[src/rtl/core/hrrn_pkg.sv]
// hrrn scheduler package: sizes, state encoding and controller/datapath bundles
package hrrn_pkg;

    localparam int MAX_PROCS = 16;
    localparam int IDX_W     = $clog2(MAX_PROCS);
    localparam int CNT_W     = $clog2(MAX_PROCS + 1);
    localparam int NUM_W     = 8;
    localparam int ARR_W     = 16;
    localparam int BUR_W     = 16;
    localparam int TIME_W    = 21;
    localparam int S_TDATA_W = 40;
    localparam int M_TDATA_W = 120;
    localparam int M_TUSER_W = 1;

    typedef enum logic [2:0] {
        ST_LOAD,
        ST_SCAN_INIT,
        ST_SCAN,
        ST_DECIDE,
        ST_EMIT,
        ST_CLEAR
    } hrrn_state_t;

    // controller to datapath
    typedef struct packed {
        logic load;
        logic scan_init;
        logic scan_step;
        logic commit;
        logic clear;
    } hrrn_cmd_t;

    // datapath to controller
    typedef struct packed {
        logic scan_done;
        logic all_done;
        logic final_seg;
    } hrrn_status_t;

endpackage

[src/rtl/core/hrrn_datapath.sv]
// hrrn scheduler datapath: process table, ratio comparison and segment results
module hrrn_datapath
    import hrrn_pkg::*;
(
    input  logic                  aclk,
    input  logic                  aresetn,
    input  hrrn_cmd_t             cmd,
    input  logic [NUM_W-1:0]      in_number,
    input  logic [ARR_W-1:0]      in_arrival,
    input  logic [BUR_W-1:0]      in_burst,
    output hrrn_status_t          status,
    output logic                  seg_idle,
    output logic [NUM_W-1:0]      seg_number,
    output logic [TIME_W-1:0]     seg_start,
    output logic [TIME_W-1:0]     seg_completion,
    output logic [TIME_W-1:0]     seg_turnaround,
    output logic [TIME_W-1:0]     seg_waiting,
    output logic [TIME_W-1:0]     seg_response
);

    // table storage
    logic [ARR_W-1:0] arrival_mem [MAX_PROCS];
    logic [BUR_W-1:0] burst_mem   [MAX_PROCS];
    logic [NUM_W-1:0] number_mem  [MAX_PROCS];
    logic [MAX_PROCS-1:0] finished_reg, finished_next;
    logic [CNT_W-1:0] count_reg, count_next;
    logic [CNT_W-1:0] done_reg, done_next;
    logic [TIME_W-1:0] clock_reg, clock_next;

    // scan state
    logic [CNT_W-1:0] idx_reg, idx_next;
    logic             found_reg, found_next;
    logic [IDX_W-1:0] best_reg, best_next;
    logic [TIME_W-1:0] bw_reg, bw_next;
    logic [BUR_W-1:0] bb_reg, bb_next;
    logic [ARR_W-1:0] ba_reg, ba_next;
    logic [ARR_W:0]   next_arr_reg, next_arr_next;

    logic [IDX_W-1:0] idx;
    logic [ARR_W-1:0] cur_a;
    logic [BUR_W-1:0] cur_b;
    logic [TIME_W-1:0] cur_w;
    logic [TIME_W:0]  lhs_sum, rhs_sum;
    logic [TIME_W+BUR_W:0] lhs, rhs;
    logic             eligible, better;

    assign idx   = idx_reg[IDX_W-1:0];
    assign cur_a = arrival_mem[idx];
    assign cur_b = (burst_mem[idx] == '0) ? BUR_W'(1) : burst_mem[idx];
    assign cur_w = clock_reg - TIME_W'(cur_a);
    assign eligible = !finished_reg[idx] && (TIME_W'(cur_a) <= clock_reg);
    // cross-product ratio compare, one candidate per cycle
    assign lhs_sum = {1'b0, cur_w} + (TIME_W+1)'(cur_b);
    assign rhs_sum = {1'b0, bw_reg} + (TIME_W+1)'(bb_reg);
    assign lhs = (TIME_W+BUR_W+1)'(lhs_sum * bb_reg);
    assign rhs = (TIME_W+BUR_W+1)'(rhs_sum * cur_b);
    assign better = !found_reg || (lhs > rhs) || ((lhs == rhs) && (cur_a < ba_reg));

    assign status.scan_done = (idx_reg == count_reg - CNT_W'(1)) || (count_reg == '0);
    assign status.all_done  = (done_reg == count_reg);
    // the pending commit finishes the last unfinished process
    assign status.final_seg = found_reg && ((done_reg + CNT_W'(1)) == count_reg);

    // table writes
    always_ff @(posedge aclk) begin
        if (cmd.load && (count_reg < CNT_W'(MAX_PROCS))) begin
            arrival_mem[count_reg[IDX_W-1:0]] <= in_arrival;
            burst_mem[count_reg[IDX_W-1:0]]   <= in_burst;
            number_mem[count_reg[IDX_W-1:0]]  <= in_number;
        end
    end

    // scan, commit and clear control
    always_comb begin
        finished_next = finished_reg;
        count_next    = count_reg;
        done_next     = done_reg;
        clock_next    = clock_reg;
        idx_next      = idx_reg;
        found_next    = found_reg;
        best_next     = best_reg;
        bw_next       = bw_reg;
        bb_next       = bb_reg;
        ba_next       = ba_reg;
        next_arr_next = next_arr_reg;
        if (cmd.load && (count_reg < CNT_W'(MAX_PROCS))) begin
            count_next = count_reg + CNT_W'(1);
            finished_next[count_reg[IDX_W-1:0]] = 1'b0;
        end
        if (cmd.scan_init) begin
            idx_next      = '0;
            found_next    = 1'b0;
            next_arr_next = '1;
        end
        if (cmd.scan_step) begin
            if (eligible && better) begin
                found_next = 1'b1;
                best_next  = idx;
                bw_next    = cur_w;
                bb_next    = cur_b;
                ba_next    = cur_a;
            end
            if (!finished_reg[idx] && ({1'b0, cur_a} < next_arr_reg))
                next_arr_next = {1'b0, cur_a};
            idx_next = idx_reg + CNT_W'(1);
        end
        if (cmd.commit) begin
            if (found_reg) begin
                clock_next = seg_completion;
                finished_next[best_reg] = 1'b1;
                done_next = done_reg + CNT_W'(1);
            end else begin
                clock_next = TIME_W'(next_arr_reg[ARR_W-1:0]);
            end
        end
        if (cmd.clear) begin
            finished_next = '0;
            count_next    = '0;
            done_next     = '0;
            clock_next    = '0;
        end
    end

    always_ff @(posedge aclk) begin
        if (!aresetn) begin
            finished_reg <= '0;
            count_reg    <= '0;
            done_reg     <= '0;
            clock_reg    <= '0;
            found_reg    <= 1'b0;
            idx_reg      <= '0;
        end else begin
            finished_reg <= finished_next;
            count_reg    <= count_next;
            done_reg     <= done_next;
            clock_reg    <= clock_next;
            found_reg    <= found_next;
            idx_reg      <= idx_next;
        end
    end

    always_ff @(posedge aclk) begin
        best_reg     <= best_next;
        bw_reg       <= bw_next;
        bb_reg       <= bb_next;
        ba_reg       <= ba_next;
        next_arr_reg <= next_arr_next;
    end

    // segment fields from the chosen process or the idle gap
    always_comb begin
        seg_idle   = !found_reg;
        seg_start  = clock_reg;
        if (found_reg) begin
            seg_number     = number_mem[best_reg];
            seg_completion = clock_reg + TIME_W'(bb_reg);
            seg_turnaround = seg_completion - TIME_W'(ba_reg);
            seg_waiting    = seg_turnaround - TIME_W'(bb_reg);
            seg_response   = clock_reg - TIME_W'(ba_reg);
        end else begin
            seg_number     = '0;
            seg_completion = TIME_W'(next_arr_reg[ARR_W-1:0]);
            seg_turnaround = '0;
            seg_waiting    = '0;
            seg_response   = '0;
        end
    end

endmodule

[src/rtl/core/hrrn_ctrl.sv]
// hrrn scheduler controller: load, scan, emit and clear sequencing
module hrrn_ctrl
    import hrrn_pkg::*;
(
    input  logic          aclk,
    input  logic          aresetn,
    input  logic          s_valid,
    input  logic          s_last,
    output logic          s_ready,
    input  hrrn_status_t  status,
    output hrrn_cmd_t     cmd,
    input  logic          out_free,
    output logic          out_load,
    output logic          out_last
);

    hrrn_state_t state_reg, state_next;

    always_ff @(posedge aclk) begin
        if (!aresetn) state_reg <= ST_LOAD;
        else          state_reg <= state_next;
    end

    always_comb begin
        state_next = state_reg;
        cmd        = '0;
        s_ready    = 1'b0;
        out_load   = 1'b0;
        out_last   = 1'b0;
        unique case (state_reg)
            ST_LOAD: begin
                s_ready = 1'b1;
                if (s_valid) begin
                    cmd.load = 1'b1;
                    if (s_last) state_next = ST_SCAN_INIT;
                end
            end
            ST_SCAN_INIT: begin
                if (status.all_done) begin
                    state_next = ST_CLEAR;
                end else begin
                    cmd.scan_init = 1'b1;
                    state_next    = ST_SCAN;
                end
            end
            ST_SCAN: begin
                cmd.scan_step = 1'b1;
                if (status.scan_done) state_next = ST_DECIDE;
            end
            ST_DECIDE: begin
                state_next = ST_EMIT;
            end
            ST_EMIT: begin
                if (out_free) begin
                    cmd.commit = 1'b1;
                    out_load   = 1'b1;
                    state_next = ST_SCAN_INIT;
                end
            end
            ST_CLEAR: begin
                cmd.clear  = 1'b1;
                state_next = ST_LOAD;
            end
            default: state_next = ST_LOAD;
        endcase
        // last segment when the commit finishes the final process
        out_last = out_load && status.final_seg;
    end

endmodule

[src/rtl/core/hrrn_scheduler.sv]
// hrrn scheduler top level: stream ports, output register and assertions
// Process beats load into a 16-entry table at one beat per cycle. The beat
// with tlast starts the schedule: for each segment the controller scans the
// table once (one entry per cycle, ratio compare on a single multiplier
// pair), then goes through ST_DECIDE to ST_EMIT, which waits until the
// output register is free. Input is not taken during a run. Results leave
// through an output register with tlast on the final segment; the table
// clears itself through ST_SCAN_INIT and ST_CLEAR after that segment.
module hrrn_scheduler
    import hrrn_pkg::*;
(
    input  logic                  aclk,
    input  logic                  aresetn,
    input  logic                  s_tvalid,
    output logic                  s_tready,
    // process_number[7:0], arrival_time[23:8], burst_time[39:24]
    input  logic [S_TDATA_W-1:0]  s_tdata,
    input  logic                  s_tlast,
    output logic                  m_tvalid,
    input  logic                  m_tready,
    // process_number_res[7:0], start_time[28:8], completion_time[49:29],
    // turnaround_time[70:50], waiting_time[91:71], response_time[112:92]
    output logic [M_TDATA_W-1:0]  m_tdata,
    // idle_segment[0]
    output logic [M_TUSER_W-1:0]  m_tuser,
    output logic                  m_tlast
);

    hrrn_cmd_t    cmd;
    hrrn_status_t status;
    logic out_load, out_last, out_free;
    logic seg_idle;
    logic [NUM_W-1:0]  seg_number;
    logic [TIME_W-1:0] seg_start, seg_comp, seg_tat, seg_wt, seg_rt;
    logic m_valid_reg;
    logic [M_TDATA_W-1:0] m_data_reg;
    logic m_idle_reg, m_last_reg;
    logic s_ready;

    assign s_tready = s_ready;

    hrrn_ctrl u_ctrl (
        .aclk     (aclk),
        .aresetn  (aresetn),
        .s_valid  (s_tvalid),
        .s_last   (s_tlast),
        .s_ready  (s_ready),
        .status   (status),
        .cmd      (cmd),
        .out_free (out_free),
        .out_load (out_load),
        .out_last (out_last)
    );

    hrrn_datapath u_dp (
        .aclk           (aclk),
        .aresetn        (aresetn),
        .cmd            (cmd),
        .in_number      (s_tdata[7:0]),
        .in_arrival     (s_tdata[23:8]),
        .in_burst       (s_tdata[39:24]),
        .status         (status),
        .seg_idle       (seg_idle),
        .seg_number     (seg_number),
        .seg_start      (seg_start),
        .seg_completion (seg_comp),
        .seg_turnaround (seg_tat),
        .seg_waiting    (seg_wt),
        .seg_response   (seg_rt)
    );

    // output register, refilled as the current beat leaves
    assign out_free = !m_valid_reg || m_tready;

    always_ff @(posedge aclk) begin
        if (!aresetn) begin
            m_valid_reg <= 1'b0;
        end else if (out_load) begin
            m_valid_reg <= 1'b1;
        end else if (m_tready) begin
            m_valid_reg <= 1'b0;
        end
    end

    always_ff @(posedge aclk) begin
        if (out_load) begin
            m_data_reg <= {7'd0, seg_rt, seg_wt, seg_tat, seg_comp, seg_start, seg_number};
            m_idle_reg <= seg_idle;
            m_last_reg <= out_last;
        end
    end

    assign m_tvalid = m_valid_reg;
    assign m_tdata  = m_data_reg;
    assign m_tuser  = m_idle_reg;
    assign m_tlast  = m_last_reg;

`ifndef ASSERT_OFF
    // no new process beats while a run is in flight
    a_no_load_in_run: assert property (@(posedge aclk) disable iff (!aresetn)
        (cmd.scan_step || cmd.commit) |-> !s_tready)
        else $error("input taken during schedule run");

    // a result is only loaded when the register is free
    a_no_overwrite: assert property (@(posedge aclk) disable iff (!aresetn)
        out_load |-> out_free)
        else $error("output register overwritten");

    // clear follows only a finished run
    a_clear_after_all: assert property (@(posedge aclk) disable iff (!aresetn)
        cmd.clear |-> status.all_done)
        else $error("table cleared with processes pending");
`endif

endmodule
[config.mk]
export PLATFORM = sky130hd
export DESIGN_NAME = hrrn_scheduler
export DESIGN_NICKNAME = d
export VERILOG_FILES = /design/src/rtl/core/hrrn_pkg.sv /design/src/rtl/core/hrrn_datapath.sv /design/src/rtl/core/hrrn_ctrl.sv /design/src/rtl/core/hrrn_scheduler.sv
export SDC_FILE = /design/constraint.sdc
export NUM_CORES = 2
export LEC_CHECK = 0
export BUFFER_PORTS_ARGS = -buffer_cell sky130_fd_sc_hd__buf_2
export CELL_PAD_IN_SITES_DETAIL_PLACEMENT = 0
export CELL_PAD_IN_SITES_GLOBAL_PLACEMENT = 1
export CORE_MARGIN = 5
export CORE_UTILIZATION = 45
export DETAILED_ROUTE_END_ITERATION = 6
export GPL_ROUTABILITY_DRIVEN = 0
export PLACE_DENSITY = 0.71
export SYNTH_ARGS = -nofsm -noshare
export SYNTH_HDL_FRONTEND = slang
export SYNTH_SLANG_ARGS = --single-unit
[constraint.sdc]
create_clock -name aclk -period 21.6 [get_ports aclk]
set_input_delay 2.16 -clock aclk [delete_from_list [all_inputs] [get_ports aclk]]
set_output_delay 2.16 -clock aclk [all_outputs]
set_load 0.03 [all_outputs]
==> key figures <==
Outcome
  • Outcome: completed

Critical path
  • WS Path Type: reg2reg
  • Crit-path max FO: roughly 100
  • WP data required: approximately 22 ns
  • Top cell by count, worst path: fa_1
  • Worst Setup End Kind: flip-flop
  • Slowest CP cell: a2111oi_0
  • CP peak stage delay: 1.08 ns
  • Startpoint Class: flip-flop
  • Critical path arrival: ~16 ns

Route
  • Post-route ant nets: 0
  • Vias per cell: around 5.5
  • Post-DR wirelength/cell: ~23 µm
  • DRC: 0
  • Final wirelength: 168.3 mm
  • Initial DRC count: 2827
  • Drt first pass iters: 5
  • Routed vias: between 40000 and 50000

GRT
  • First-pass GRT wire length: 257.9 mm
  • Initial antenna violation count: 20
  • Largest net degree at the start of global routing: roughly 100
  • GRT Total Usage: 0.2297
  • Total gr overflow: 0
  • Vias in the first global route: roughly 42000

Clock tree
  • Clock latency on the worst-skew pair: a little under 0.7 ns
  • Clk buf depth: 3
  • Post-CTS setup buffers: 0
  • CTS tree: done
  • Num CTS Buffers: 86
  • CTS H-tree depth: 3
  • Hold buffers post-CTS: 0
  • CTS Sinks: about 900
  • Post_cts resized: 0
  • Clock-pin slew on the worst setup and hold paths: 0.06 ns
  • Clock root cell: clkbuf_16

Finish
  • Area grow syn2layout: 9.855%
  • Fillers: 12231
  • Layout cells sized above 1: 0.1219
  • Final std cells w/o fill: roughly 7300
  • Core Util, Final: 0.4964
  • Nets: between 6000 and 7000

Floorplanning
  • Ports: approximately 170
  • Die footprint: 147500 µm²
  • Row count: 137
  • Horiz. Die Dim: ~380 µm
  • Core Region: 139400 µm²
  • Initial Util: 0.4519
  • Die Y-Extent: 384.1 µm

Logic synthesis
  • Synth area leader: edfxtp_1
  • Ys async rst share: 0
  • Avg Synthesized Cell Area: approximately 12 µm²
  • Post-Synthesis Cells: ~5200
  • Synthesized area: ~63000 µm²
  • Yosys top cell area share: 0.3867
  • Area contributors post-synth: edfxtp_1, fa_1, ha_1
  • Post-synthesis sequential area ratio: 0.4115
  • Synthesized flop and latch total: about 900
  • Top_reg_cell synth: edfxtp_1
  • Ys Warns: 0
  • Synth unique cells: slightly above 70
  • Number of flops mapped to enable cells by yosys: a little over 800

Timing
  • Hold Fails Final Rpt: 0
  • Clock skew: ~0.053 ns
  • Max_slew headroom: 0.1383
  • Final min period: 16.01 ns
  • Final hold slack: between 0.4 and 0.5 ns
  • Final Setup Violations: 0
  • Peak Freq: 62.45 MHz
  • Final max-slew violation count: 0
  • RSZ-0062 raised after global routing: false
  • Slew @ Worst Pin: 1.260 ns
  • Final worst-path cycle share: 0.7414
  • Setup TNS: 0 ns

Worst hold path
  • Hold Path Class: reg2reg

Place
  • Dpl hpwl: roughly 120 mm
  • Port bufs: 161
  • Post-Place Cells: 7164

Flow run
  • MaxCap Viol Count: 0
-- worst paths after layout --
| path | startpoint | to | slack [ns] | cells past startpoint |
|---|---|---|---|---|
| setup / recovery | flip-flop | u_dp.ba_reg[4] | 5.59 | 45 |
| hold / removal | u_dp.finished_reg[1] | u_dp.finished_reg[1] | 0.48 | 2 |
| setup reg to reg | flip-flop | u_dp.ba_reg[4] | 5.59 | 45 |
| hold reg to reg | u_dp.finished_reg[1] | u_dp.finished_reg[1] | 0.48 | 2 |
-- layout by cell type, fill, tap and decap left out, drive strengths merged, types with 34 or more instances in the layout --
master  instances
nand3          63
a21oi         221
nand2b         34
o21ai         124
nor3           50
buf           266
nor2          187
nand2         614
nor2b          43
fa            563
dfxtp          78
inv           735
xor2           75
a21o           85
clkbuf        106
and3           36
xnor2         121
ha            407
edfxtp        811
clkinv         34
and2          258
mux4          202
-- layout make-up --
| cell class | instances | area [µm²] | area share |
|---|---|---|---|
| inverter | 730 | 2745 | 0.03968 |
| antenna | 5 | 12.51 | 0.0001809 |
| timing repair buffer | 266 | 1607 | 0.02322 |
| multi-input combinational | 3403 | 33570 | 0.4852 |
| clock inverter | 54 | 643.1 | 0.009297 |
| sequential | 889 | 25930 | 0.3748 |
| tap | 1876 | 2347 | 0.03393 |
| clock buffer | 106 | 2328 | 0.03366 |
-- synth_stat cells (18+ instances only) --
| cell type | count |
|---|---|
| ha_1 | 407 |
| nand2_1 | 614 |
| dfxtp_1 | 78 |
| inv_1 | 729 |
| xnor2_1 | 121 |
| a21o_1 | 85 |
| fa_1 | 563 |
| nor2b_1 | 43 |
| edfxtp_1 | 811 |
| nand4_1 | 32 |
| o21ai_0 | 120 |
| nor2_1 | 187 |
| a31oi_1 | 20 |
| o21bai_1 | 24 |
| nand2b_1 | 34 |
| and2_1 | 258 |
| and3_1 | 36 |
| a21oi_1 | 221 |
| xor2_1 | 75 |
| nand3_1 | 63 |
| clkbuf_1 | 178 |
| mux2_2 | 18 |
| o21a_1 | 25 |
| nor3_1 | 50 |
| mux4_2 | 202 |
-- worst max-delay path: cells and delay by family (launching register included) --
family          cells  cell delay, ns
compound gates     14            4.25
fa+ha+maj           9            3.97
xor+xnor            1            0.09
buf+inv             6            1.76
flops               1            0.72
mux                 2            0.86
simple gates       13            3.72
-- metrics by stage --
stage / instance area, µm² / worst slack [ns]
2_1_floorplan: 62990 / 7.055
3_3_place_gp: 66190 / 5.835
3_5_place_dp: 66190 / 5.564
4_1_cts: 69170 / 5.508
5_1_grt: 69170 / 4.511
6_report: 69180 / 5.587
-- layer usage --
metal,part of all wire,GRT usage
met1,0.43,0.3102
met2,0.50,0.3929
met3,0.057,0.03688
met4,0.021,0.05216
met5,0.00075,0
-- kinds of logic after synthesis --
| kind of cell | share of synthesized area |
|---|---|
| xor+xnor | 0.02762 |
| fa+ha+maj | 0.2599 |
| flops | 0.4115 |
| simple gates | 0.1028 |
| compound gates | 0.06183 |
| other cells | 0.00005955 |
| mux | 0.07850 |
| buf+inv | 0.05782 |
Power is left out: the tool's default activity adds up to more than one toggle a clock period on the data nets, which glitch-free logic cannot reach.
